File: config.mk
export PLATFORM = sky130hd
export DESIGN_NAME = uvsq_div_cell
export DESIGN_NICKNAME = d
export VERILOG_FILES = /design/src/hw/rtl/uvsq_div_cell.sv
export SDC_FILE = /design/constraint.sdc
export NUM_CORES = 1
export LEC_CHECK = 0
export BUFFER_PORTS_ARGS = -buffer_cell sky130_fd_sc_hd__buf_2
export CAP_MARGIN = 40
export CORE_MARGIN = 2
export CORE_UTILIZATION = 45
export CTS_CLUSTER_SIZE = 25
export DETAILED_ROUTE_END_ITERATION = 12
export PLACE_DENSITY_LB_ADDON = 0.2
export SLEW_MARGIN = 10
export SYNTH_ARGS = -nofsm -noshare
export SYNTH_HDL_FRONTEND = slang
export SYNTH_SLANG_ARGS = --single-unit
File: constraint.sdc
create_clock -name clk_i -period 2.99 [get_ports clk_i]
set_clock_uncertainty 0.2 [all_clocks]
set_input_delay 0.1495 -clock clk_i [delete_from_list [all_inputs] [get_ports clk_i]]
set_output_delay 0.1495 -clock clk_i [all_outputs]
set_load 0.01 [all_outputs]
File: src/hw/rtl/uvsq_div_cell.sv
// one restoring division step: one quotient bit per cell
module uvsq_div_cell #(
  parameter int unsigned QW = 17,
  parameter int unsigned DW = 10
) (
  input  logic          clk_i,
  input  logic          en_i,
  input  logic [DW-1:0] rem_i,
  input  logic [QW-1:0] num_i,
  input  logic [QW-1:0] quo_i,
  input  logic [DW-1:0] den_i,
  output logic [DW-1:0] rem_o,
  output logic [QW-1:0] num_o,
  output logic [QW-1:0] quo_o,
  output logic [DW-1:0] den_o
);
  logic [DW:0] trial;
  logic [DW:0] diff;
  logic        ge;

  // bring down the next numerator bit and try a subtract
  always_comb begin
    trial = {rem_i, num_i[QW-1]};
    diff  = trial - {1'b0, den_i};
    ge    = trial >= {1'b0, den_i};
  end

  always_ff @(posedge clk_i) begin
    if (en_i) begin
      rem_o <= ge ? diff[DW-1:0] : trial[DW-1:0];
      num_o <= {num_i[QW-2:0], 1'b0};
      quo_o <= {quo_i[QW-2:0], ge};
      den_o <= den_i;
    end
  end
endmodule

==> qor.log <==
qor: cells_and_area.area.growth.synth_to_final 55.2%
qor: yosys.synth_area 2230 um^2
qor: outcome.violations hold timing
qor: clock_network.cts_num_sinks 53
qor: timing.final.period_utilization 88.4%
qor: timing.timing.final.hold_violations 2
qor: die.horizontal_die_dimension 74.3 um
qor: min_path.worst_hold_startpoint rem_i[0]
qor: yosys.number_of_warnings_reported_in_the_yosys_synthesis_log 0
qor: drt.dr.first_iter.drc_count 74
qor: yosys.synth_area_leader_cell sky130_fd_sc_hd__edfxtp_1
qor: yosys.synth.top_cell.area_share 71.5%
qor: yosys.syn-mean-instance-area 17.1 um^2
qor: critical_path.crit_arrival 2.51 ns
qor: power.p_int 1340 uW
qor: global_route.grt_usage 19.7%
qor: min_path.holdPathStages 2
qor: clock_network.post_cts_resized 0
qor: drt.drc 0
qor: placed_design.globalplace.congestion 0.761
qor: drt.final_wirelength 5.34 mm
qor: critical_path.cp.buffers_inverters 3
qor: timing.finalWorstPathRequiredPeriod 2.64 ns
qor: critical_path.crit_path_start den_i[0]
qor: global_route.grt_first_pass_wirelength 8.05 mm
qor: power.ir_worst_vdd 0.000266 V
qor: drt.post_drt_via_cell_ratio 4.57
qor: cells_and_area.final_layout_size_suffix_gt1_share 43.4%
qor: global_route.grt_pass1_vias 1681
qor: timing.finalMaxSlewViolations 0
qor: yosys.yosys-top-cells-area sky130_fd_sc_hd__edfxtp_1, sky130_fd_sc_hd__ha_1, sky130_fd_sc_hd__mux2_4
qor: die.core_area 4750 um^2
qor: die.initial_utilization 46.8%
qor: placed_design.detailed_place.area 2850 um^2
qor: power.comb_power_share 20.4%
qor: placed_design.dp_cells 305
qor: drt.route.vias.total 1654
qor: global_route.antenna_found_initial 0
qor: critical_path.cp_max_fo 3
qor: yosys.post_synth_inst_count 130
qor: yosys.seq_area_frac_synth 71.5%
qor: timing.upper_clock_frequency_limit 0.378 GHz
qor: yosys.post_synth_num_cell_types 34
qor: drt.detailedRoute.firstPassIterationCount 4
qor: cells_and_area.final_cell_area 3450 um^2
qor: power.clk_pwr_share 27.3%
qor: cells_and_area.leading_cell_type_in_the_layout_fill_and_taps_excluded sky130_fd_sc_hd__buf_2
qor: global_route.globalRoute.totalOverflow 0
qor: yosys.yosys_register_bits 53
qor: cells_and_area.design.final.nets 361
qor: power.post-layout-total-power 1750 uW
qor: clock_network.tritoncts built
qor: critical_path.cp_data_required_time 2.85 ns
qor: outcome.outcome finished, violations left
qor: timing.timing.final.setup_violations 0
qor: critical_path.crit_path_cell_trace dlygate4sd3_1, buf_2, ha_1, inv_1, fa_1, a211oi_1, o21bai_1, a221oi_1, xnor2_1, mux2_4
qor: cells_and_area.most_used_cells_in_the_layout_excluding_fill_and_tap_cells sky130_fd_sc_hd__buf_2, sky130_fd_sc_hd__edfxtp_1, sky130_fd_sc_hd__dlygate4sd3_1
qor: min_path.holdCritPathClass primary input to register
qor: critical_path.crit_path_start_kind primary input
qor: power.p_per_area 507 nW/um^2
qor: job.cap_violations 0
qor: drt.wl_per_cell 14.7 um
qor: critical_path.slowest_stage sky130_fd_sc_hd__dlygate4sd3_1
qor: yosys.ys_dominant_reg_cell sky130_fd_sc_hd__edfxtp_1
qor: power.leakage 0.00153 uW
qor: die.io_pins 110
qor: critical_path.critical_path.endpoint_type register
qor: power.sequentialPowerShare 52.3%
qor: timing.tns 0 ns
qor: timing.rsz0062_at_grt no
qor: placed_design.dp_hpwl 3.16 mm
qor: critical_path.critical_path_depth 10
qor: cells_and_area.antenna_cells_inserted 0
qor: die.die_y 74.3 um
qor: placed_design.portBuffers 107
qor: critical_path.timing_worst_setup_path_type primary input to register
qor: clock_network.clock_h_tree_levels 2
qor: yosys.synth_nets 197
qor: clock_network.cts-root-to-sink-buffers 2
qor: die.rows 25
qor: clock_network.clk_transition_reported_paths 0.09 ns
qor: timing.hold_slack -0.00117 ns
qor: clock_network.cts-root-buf sky130_fd_sc_hd__clkbuf_8
qor: yosys.synth_async_sr_flop_share 0%
qor: cells_and_area.layout.cells.non_filler 362
qor: yosys.synth_enable_flop_cells 53
qor: clock_network.cts_inserted_buffers 5
qor: power.power_switching_share 23.6%
qor: power.net-switching-power 413 uW
qor: drt.antenna_left 0
qor: critical_path.critical-path-top-delay-family compound AO/OA/AOI/OAI gates
qor: global_route.grt_start_max_net_pins 22
qor: critical_path.timing.critical_path.slowest_cell_delay 0.52 ns
qor: die.die_area 5520 um^2
sequential cells by signal, summed over array words and instances, names as in the netlist:
| name | cells |
|---|---|
| den_o | 10 |
| num_o | 16 |
| quo_o | 17 |
| rem_o | 10 |
per-layer routing:
metal | up-vias | global-route usage, % | wire, um
met5 | - | 0 | 0
met4 | 0 | 6.15 | 70
met3 | 7 | 4.47 | 323
met2 | 66 | 36.1 | 2800
met1 | 768 | 22.9 | 2140
li1 | 813 | - | -
worst paths after layout:
path | endpoint | slack [ns]
setup / recovery | rem_o[8] | 0.35
hold / removal | rem_o[1] | -0.001
what timing repair did:
item / CTS / global route
hold buffers: 49 / 0
buffers inserted: 0 / 0
hold endpoints to repair: 49 / 0
through the flow:
step	util (%)	worst slack (ns)
6_report	72.7	0.346
5_1_grt	72.7	0.194
4_1_cts	72.7	0.339
3_5_place_dp	60.0	0.498
3_3_place_gp	60.0	0.500
2_1_floorplan	-	0.776
kinds of logic (layout without fill, tap and decap cells):
kind of cell	Yosys count	in the layout	synth area share [%]
AO/OA/AOI/OAI	19	19	6.97
XOR/XNOR	7	7	2.75
adder cells (fa/ha/maj)	11	11	6.52
buffers and inverters	14	179	2.64
flip-flops	53	53	71.5
multiplexers	9	9	5.68
other	1	1	0.168
AND/OR/NAND/NOR	16	16	3.77
power by group through the flow:
stage / Sequential, uW / Clock (uW) / Combinational [uW]
after floorplan: 973 / 0 / 127
after global placement: 929 / 0 / 299
final: 917 / 478 / 357
after CTS: 914 / 484 / 355
after detailed placement: 931 / 0 / 303
after global routing: 923 / 514 / 392
layout make-up:
class | instances | area, um^2
clock inverter | 2 | 38.8
fill | 348 | 1300
tap | 67 | 83.8
timing repair buffer | 158 | 1040
sequential | 53 | 1590
multi-input combinational | 63 | 576
inverter | 13 | 51.3
clock buffer | 6 | 72.6
Yosys cell counts (2+ instances only):
| cell | instances |
|---|---|
| sky130_fd_sc_hd__xnor2_1 | 5 |
| sky130_fd_sc_hd__mux2_4 | 7 |
| sky130_fd_sc_hd__nand2_1 | 5 |
| sky130_fd_sc_hd__nor4_1 | 2 |
| sky130_fd_sc_hd__ha_1 | 10 |
| sky130_fd_sc_hd__o21ai_0 | 2 |
| sky130_fd_sc_hd__a21oi_1 | 5 |
| sky130_fd_sc_hd__a21o_1 | 2 |
| sky130_fd_sc_hd__inv_1 | 12 |
| sky130_fd_sc_hd__xor2_1 | 2 |
| sky130_fd_sc_hd__nor2_1 | 3 |
| sky130_fd_sc_hd__edfxtp_1 | 53 |
Power figures use the tool's default switching activity.
