--- src/hw/rtl/uvsq_pkg.sv ---
// shared types, constants and tables of the uv sphere quad vertex generator
package uvsq_pkg;

  localparam int unsigned MaxDivisionsDef = 256;
  localparam int unsigned AngleBitsDef    = 16;
  localparam int unsigned CordicStepsDef  = 16;

  // divider remainder width: denominators reach twice a 9-bit count
  localparam int unsigned DenW = 10;
  // cordic datapath widths, x/y in Q1.30 with headroom, z in turn units
  localparam int unsigned CorXW = 34;
  localparam int unsigned CorZW = 33;
  localparam logic signed [CorXW-1:0] GainQ30 = 34'sd652032874;
  localparam logic signed [16:0] PosLimit = 17'sd65535;

  typedef enum logic [1:0] {
    REG_RADIUS = 2'd0,
    REG_SLICES = 2'd1,
    REG_STACKS = 2'd2,
    REG_NONE   = 2'd3
  } cfg_reg_e;

  // per-vertex info that travels beside the datapath
  typedef struct packed {
    logic [2:0]  corner;
    logic        bad;
    logic        last;
    logic [16:0] tex_u;
    logic [16:0] tex_v;
  } vtx_sb_t;

  // arctangent of 2^-i in 32-bit turn units
  function automatic logic [31:0] atan_turn(input int unsigned i);
    logic [31:0] r;
    unique case (i)
      0:  r = 32'h20000000;  1:  r = 32'h12E4051E;  2:  r = 32'h09FB385B;
      3:  r = 32'h051111D4;  4:  r = 32'h028B0D43;  5:  r = 32'h0145D7E1;
      6:  r = 32'h00A2F61E;  7:  r = 32'h00517C55;  8:  r = 32'h0028BE53;
      9:  r = 32'h00145F2F;  10: r = 32'h000A2F98;  11: r = 32'h000517CC;
      12: r = 32'h00028BE6;  13: r = 32'h000145F3;  14: r = 32'h0000A2FA;
      15: r = 32'h0000517D;  16: r = 32'h000028BE;  17: r = 32'h0000145F;
      18: r = 32'h00000A30;  19: r = 32'h00000518;  20: r = 32'h0000028C;
      21: r = 32'h00000146;  22: r = 32'h000000A3;  23: r = 32'h00000051;
      default: r = 32'h0;
    endcase
    return r;
  endfunction

  // quad corner (0..3) used by each of the six vertices
  function automatic logic [1:0] corner_of(input logic [2:0] k);
    logic [1:0] c;
    unique case (k)
      3'd0: c = 2'd0;
      3'd1: c = 2'd1;
      3'd2: c = 2'd2;
      3'd3: c = 2'd0;
      3'd4: c = 2'd2;
      3'd5: c = 2'd3;
      default: c = 2'd0;
    endcase
    return c;
  endfunction

endpackage

--- src/hw/rtl/uvsq_cordic_cell.sv ---
// one rotation-mode cordic iteration with its registers
module uvsq_cordic_cell #(
  parameter int unsigned STEP = 0
) (
  input  logic                           clk_i,
  input  logic                           en_i,
  input  logic signed [uvsq_pkg::CorXW-1:0] x_i,
  input  logic signed [uvsq_pkg::CorXW-1:0] y_i,
  input  logic signed [uvsq_pkg::CorZW-1:0] z_i,
  input  logic                           fold_i,
  output logic signed [uvsq_pkg::CorXW-1:0] x_o,
  output logic signed [uvsq_pkg::CorXW-1:0] y_o,
  output logic signed [uvsq_pkg::CorZW-1:0] z_o,
  output logic                           fold_o
);
  import uvsq_pkg::*;

  localparam logic signed [CorZW-1:0] Atan = CorZW'(atan_turn(STEP));

  logic signed [CorXW-1:0] dx;
  logic signed [CorXW-1:0] dy;

  always_comb begin
    dx = y_i >>> STEP;
    dy = x_i >>> STEP;
  end

  // rotate toward zero residual angle
  always_ff @(posedge clk_i) begin
    if (en_i) begin
      if (!z_i[CorZW-1]) begin
        x_o <= x_i - dx;
        y_o <= y_i + dy;
        z_o <= z_i - Atan;
      end else begin
        x_o <= x_i + dx;
        y_o <= y_i - dy;
        z_o <= z_i + Atan;
      end
      fold_o <= fold_i;
    end
  end
endmodule

--- config.mk ---
export PLATFORM = sky130hd
export DESIGN_NAME = uvsq_cordic_cell
export DESIGN_NICKNAME = d
export VERILOG_FILES = /design/src/hw/rtl/uvsq_pkg.sv /design/src/hw/rtl/uvsq_cordic_cell.sv
export SDC_FILE = /design/constraint.sdc
export NUM_CORES = 1
export LEC_CHECK = 0
export BUFFER_PORTS_ARGS = -buffer_cell sky130_fd_sc_hd__buf_2
export CORE_MARGIN = 2
export CORE_UTILIZATION = 57
export CTS_BUF_LIST = sky130_fd_sc_hd__clkbuf_4
export CTS_CLUSTER_DIAMETER = 50
export DETAILED_ROUTE_END_ITERATION = 6
export PLACE_DENSITY = 0.93
export SETUP_SLACK_MARGIN = 0.05
export SYNTH_ARGS = -nofsm -noshare
export SYNTH_HDL_FRONTEND = slang
export SYNTH_SLANG_ARGS = --single-unit
export TNS_END_PERCENT = 100
--- constraint.sdc ---
create_clock -name clk_i -period 4.78 [get_ports clk_i]
set_clock_uncertainty 0.15 [all_clocks]
set_input_delay 0.956 -clock clk_i [delete_from_list [all_inputs] [get_ports clk_i]]
set_output_delay 0.956 -clock clk_i [all_outputs]
set_load 0.05 [all_outputs]
==> out/qor.yml, run 1 <==
run:
  drv_cap: 0
setup_path:
  crit_type: "in -> reg"
  crit_fanout: 12
  end_kind: "flop"
  startpoint_type: "input port"
  critPathBufInv: 2
  crit_arrival_ps: 4010
  crit_path_max_incr_delay_ps: 530
  path_cells: "buf_2 > inv_1 > ha_1 > nand2_1 > nor4_2 > a22oi_1 > a221o_1 > a31oi_1 > o21ai_0 > and4_1 > or4b_1"
  cp_slowest_cell: "ha_1"
  cp_top_family: "simple AND/OR/NAND/NOR gates"
  cp.depth: 11
  crit_required_ps: 4890
pwr:
  intPower_uw: 1770
  worst_ir_drop_vdd_mv: 0.170
  power_density_nw_per_um2: 306
  power.switching_uw: 1380
  power_uw: 3150
  comb_power_share_pct: 46.0
  cellLeakagePower_uw: 0.00468
  power_frac_seq_pct: 37.2
  clockPowerShare_pct: 16.8
  sw_frac_of_total_pct: 43.8
clock_network:
  clkTransAtPathRegs_ps: 160
  cts_sinks: 101
  htree_levels: 3
  cts_hold_buf: 0
  cts_tree: "yes"
  cts-root-buf: "clkbuf_4"
  cts_repair_resize_count: 0
  ctsLongestPathBuffers: 2
  cts_setup_buffers: 0
  numCtsBuffers: 9
place:
  gp_congestion: 0.984
  dp_slack_ps: 416
  dp_hpwl_um: 19900
  portBuffers: 205
routing:
  drc: 0
  wirelength_um: 25400
  vias: 8523
  ant_nets: 0
  drt_iter0_drc: 1074
  viasPerCell: 6.01
  wl_per_cell_um: 17.9
  drt_pass1_iterations: 6
sta:
  rsz0062_at_grt: "false"
  slew_headroom_pct: 26.6
  setup_tns_ps: 0
  fmax_mhz: 256
  period_needed_ps: 3900
  setup_violations: 0
  hold_viol: 0
  setup_ws_ps: 880
  finalCritPeriodShare_pct: 81.6
  fin_hold_ws_ps: 472
  worst_slew_pin_slew_ps: 1100
  drv_slew: 0
layout:
  fillers: 1260
  syn_to_final_growth_pct: 15.0
  finalNetCount: 1411
  drive_above_1_share_pct: 21.7
global_route:
  groute.layer.met2.usage_pct: 49.7
  track_usage_pct: 30.0
  grt_pass1_wl_um: 39600
  antenna_found_initial: 1
  grt_pass1_vias: 8165
  top_usage_layer: "met2"
  use_met1_pct: 38.9
  grt_use_met3_pct: 4.17
  grt_max_degree: 84
  grt_overflow: 0
hold_path:
  min_path_type: "in -> reg"
  min_from: "z_i[28]"
  holdPathEnd: "z_o[28]$_DFFE_PP_"
  hold_depth: 1
floorplan:
  initial_utilization_pct: 58.7
  io_pins: 206
  die_h_um: 129
  core_area_um2: 15300
  die_x_um: 129
  num_rows: 45
  die-area_um2: 16700
yosys:
  synth_edf_count: 101
  yosysWarnings: 0
  avgSynthCellArea_um2: 8.80
  synth_compound_area_share_pct: 23.2
  synth_top_family_by_area: "compound AO/OA/AOI/OAI gates"
  syn_area_um2: 8950
  syn_nets: 1226
  synthArstFlopShare_pct: 0
  seq_area_frac_synth_pct: 33.9
  synthXorXnorAreaFrac_pct: 5.97
  synth_cells: 1017
  synthDistinctLibCells: 77
  yosys.area_share.simple_pct: 13.3
  synth_fa_ha_area_share_pct: 15.0
  postSynth.topFlopCell: "edfxtp_1"
  synth-seq-cells: 101
  muxShareOfSynthArea_pct: 1.82
outcome:
  status: "finished, final reports clean"
-- synth_stat cells, drive strengths merged (4+ instances only) --
cell type	number	area (um^2)
a2111oi	5	43.8
a211oi	10	80.1
a21boi	4	30.0
a21o	18	135
a21oi	122	614
a221oi	4	35.0
a31o	5	43.8
a31oi	7	43.8
and2	6	37.5
and3	5	31.3
buf	24	126
clkbuf	19	71.3
edfxtp	101	3030
fa	4	80.1
ha	101	1260
inv	108	405
mux2i	14	140
nand2	59	229
nand2b	13	81.3
nand3	9	45.0
nand4	8	50.1
nor2	96	360
nor2b	8	50.1
nor3	20	100
nor4	8	56.3
o211ai	10	75.1
o21a	5	37.5
o21ai	70	350
o21ba	4	40.0
o21bai	20	154
o22ai	7	43.8
o31ai	12	100
o41ai	5	43.8
xnor2	47	412
xor2	14	123
-- power by group through the flow --
stage | clock network (uW) | logic [uW] | registers [uW]
6_report | 530 | 1450 | 1170
3_3_place_gp | 0 | 1410 | 1190
3_5_place_dp | 0 | 1420 | 1190
4_1_cts | 534 | 1430 | 1170
5_1_grt | 562 | 1550 | 1180
2_1_floorplan | 0 | 606 | 1630
-- worst max path at each step --
| stage | start | slack, ps | to |
|---|---|---|---|
| final | x_i[18] | 880 | y_o[30]$_DFFE_PP_ |
| after global routing | x_i[16] | 670 | y_o[30]$_DFFE_PP_ |
| after CTS | x_i[18] | 960 | y_o[30]$_DFFE_PP_ |
| after detailed placement | x_i[18] | 420 | y_o[30]$_DFFE_PP_ |
| after global placement | x_i[16] | 520 | y_o[30]$_DFFE_PP_ |
| after floorplan | x_i[3] | 1020 | y_o[30]$_DFFE_PP_ |
-- kinds of logic after synthesis --
logic type / Yosys count
AND/OR/NAND/NOR: 251
flip-flops: 101
adder cells (fa/ha/maj): 105
multiplexers: 16
AO/OA/AOI/OAI: 329
buffers and inverters: 154
XOR/XNOR: 61
-- metal layers --
metal	wire length [um]	vias to the layer above
li1	-	3997
met5	0	-
met4	1060	0
met3	2390	112
met2	11700	533
met1	10200	3881
-- flip-flops by register name, summed over array words and instances (netlist names) --
| signal | count |
|---|---|
| x_o | 34 |
| z_o | 33 |
| fold_o | 1 |
| y_o | 33 |
-- cell type report --
class	instances	area (um^2)	area share (%)
clock buffer	10	75.1	0.729
multi-input combinational	762	5300	51.5
timing repair buffer	217	1120	10.9
antenna	1	2.50	0.0243
clock inverter	5	82.6	0.802
tap	211	264	2.56
inverter	111	417	4.05
sequential	101	3030	29.5
-- stage by stage --
stage               cells  instance area (um^2)  util [%]
floorplan            1017                  8950         -
global placement     1402                 10100      66.4
detailed placement   1402                 10100      66.4
CTS                  1417                 10300      67.5
global route         1418                 10300      67.5
finish               1418                 10300      67.5
-- cells in the final DEF, fill, tap and decap left out, drive strengths merged, types with 6 or more instances in the layout --
master	instances
nand4	8
a21oi	122
o31ai	12
a31oi	7
o21ai	70
and2	6
xor2	14
o211ai	10
nor2b	8
o21bai	20
o22ai	7
a211oi	10
nor4	8
nand3	9
nor2	96
edfxtp	101
ha	101
a21o	18
buf	217
nand2	59
nor3	20
nand2b	13
inv	110
clkbuf	10
mux2i	14
xnor2	47
(Power assumes the default switching activity.)
==> inputs of run 2 (changes only) <==
Settings changed: CORE_UTILIZATION 57 to 51, PLACE_DENSITY 0.93 to 0.88.
Clock period 4.78 ns to 3.4 ns, I/O delays scaled along.
==> run 2 against run 1 <==
The flow now finishes with violations (design-rule violations). Combinational power increased by 62%. Utilization increased by 1.9 points. Clock power increased by 47%. Largest cell class unchanged.
==> out/qor.yml, run 2 (synthesis gave the netlist of run 1 again) <==
outcome:
  status: "complete, but fails checks"  # was finished, final reports clean
  violations: "design-rule violations"
global_route:
  grt_overflow: 0  # unchanged
  antenna_found_initial: 3  # was 1
  grt_pass1_vias: 8972  # was 8,165
  grt_pass1_wl_um: 44000  # was 39,600 um
  grt_max_degree: 100  # was 84
  track_usage_pct: 30.2  # was 30.0%
routing:
  drt_iter0_drc: 823  # was 1,074
  wirelength_um: 28500  # was 25,400 um
  drt_pass1_iterations: 7  # was 6
  ant_nets: 0  # unchanged
  wl_per_cell_um: 17.5  # was 17.9 um
  drc: 8  # was 0
  vias: 9147  # was 8,523
  viasPerCell: 5.62  # was 6.01
layout:
  largest_register_ffs: 34  # unchanged
  finalNetCount: 1604  # was 1,411
  drive_above_1_share_pct: 34.0  # was 21.7%
  seq_area_um2: 3030  # unchanged
  multi_input_area_um2: 5440  # was 5300 um^2
  mostFrequentLayoutCells: "buf_4, buf_2, a21oi_1"  # was buf_2, a21oi_1, inv_1
  syn_to_final_growth_pct: 33.5  # was 15.0%
  top_regs: "x_o (34), y_o (33), z_o (33)"  # unchanged
  stdcell_area_um2: 12000  # was 10,300 um^2
  largest_register: "x_o"  # unchanged
  fillers: 1345  # was 1,260
place:
  portBuffers: 205  # unchanged
  gp_congestion: 0.963  # was 0.984
  post_dp_cell_area_um2: 11700  # was 10,100 um^2
  dp_hpwl_um: 22900  # was 19,900 um
  dp_slack_ps: -503  # was 416 ps
clock_network:
  htree_levels: 3  # unchanged
  clkTransAtPathRegs_ps: 210  # was 160 ps
  ctsLongestPathBuffers: 2  # unchanged
  cts_tree: "yes"  # unchanged
  cts_sinks: 101  # unchanged
  cts_hold_buf: 0  # unchanged
  numCtsBuffers: 9  # unchanged
  cts-root-buf: "clkbuf_4"  # unchanged
hold_path:
  holdPathEnd: "z_o[15]$_DFFE_PP_"  # was z_o[28]$_DFFE_PP_
  min_path_type: "in -> reg"  # unchanged
  hold_depth: 1  # unchanged
  min_from: "z_i[15]"  # was z_i[28]
sta:
  worst_slew_pin_slew_ps: 780  # was 1100 ps
  setup_violations: 0  # unchanged
  period_needed_ps: 3240
  hold_viol: 0  # unchanged
  fmax_mhz: 309
  rsz0062_at_grt: "false"  # unchanged
  fin_hold_ws_ps: 182  # was 472 ps
  setup_ws_ps: 160  # was 880 ps
  drv_slew: 0  # unchanged
  slew_headroom_pct: 47.5  # was 26.6%
  finalCritPeriodShare_pct: 95.3
setup_path:
  end_kind: "flop"  # unchanged
  crit_required_ps: 3560  # was 4890 ps
  startpoint_type: "input port"  # unchanged
  crit_arrival_ps: 3400  # was 4010 ps
  crit_fanout: 4  # was 12
  crit_type: "in -> reg"  # unchanged
floorplan:
  num_rows: 48  # was 45
  die-area_um2: 18600  # was 16,700 um^2
  initial_utilization_pct: 51.9  # was 58.7%
  core_area_um2: 17200  # was 15,300 um^2
  die_h_um: 136  # was 129 um
  io_pins: 206  # unchanged
  die_x_um: 136  # was 129 um
run:
  drv_cap: 0  # unchanged
pwr:
  power_density_nw_per_um2: 400  # was 306 nW/um^2
  worst_ir_drop_vdd_mv: 0.275  # was 0.170 mV
  cellLeakagePower_uw: 0.00564  # was 0.00468 uW
-- run 2: cell type report --
| class | count | share of cell area, % |
|---|---|---|
| antenna | 3 | 0.0628 |
| multi-input combinational | 762 | 45.5 |
| timing repair buffer | 410 | 21.7 |
| sequential | 101 | 25.4 |
| tap | 225 | 2.36 |
| clock buffer | 9 | 0.565 |
| clock inverter | 7 | 0.858 |
| inverter | 111 | 3.55 |
-- run 2: timing repair --
item | 4_1_cts | 5_1_grt
gates resized for setup | 0 | 10
endpoints found under the setup margin | 0 | 7
setup buffers | 0 | 0
-- run 2: critical path, stage by stage --
cell,delay (ps)
buf_2,110
ha_1,210
fa_1,210
or3b_1,380
a311o_1,340
a21oi_4,230
o21bai_4,90
a31oi_1,260
o311ai_1,160
nand2_2,140
o41ai_2,80
or4b_1,500
-- run 2: worst max-delay path by stage --
stage	slack [ps]	cells after the start	endpoint	from
finish	160	12	y_o[30]$_DFFE_PP_	x_i[0]
CTS	100	12	x_o[19]$_DFFE_PP_	x_i[1]
global route	60	13	y_o[30]$_DFFE_PP_	x_i[18]
floorplan	-10	11	y_o[30]$_DFFE_PP_	y_i[17]
detailed placement	-500	12	x_o[19]$_DFFE_PP_	x_i[1]
global placement	-390	12	x_o[19]$_DFFE_PP_	x_i[1]
-- run 2: power breakdown --
part | switching, uW | internal [uW] | leakage (uW)
sequential | 46.4 | 1600 | 0.000988
clock | 525 | 252 | 0.0000905
combinational | 1530 | 820 | 0.00456
total | 2110 | 2670 | 0.00564
-- run 2: per-layer routing --
layer / vias up / GRT usage (%) / wire [um]
met5: - / 0 / 0
met4: 0 / 11.8 / 1000
met3: 82 / 5.63 / 2110
met2: 445 / 53.1 / 13900
met1: 4243 / 36.3 / 11400
li1: 4377 / - / -
-- run 2: per-stage QoR --
stage	TNS, ps	cells	power, uW	utilization [%]
3_5_place_dp	-7390	1609	3990	68.0
6_report	0	1628	4780	69.3
5_1_grt	0	1627	5010	69.3
2_1_floorplan	-9.71	1017	3160	-
4_1_cts	0	1625	4770	69.0
3_3_place_gp	-5610	1609	3940	68.0
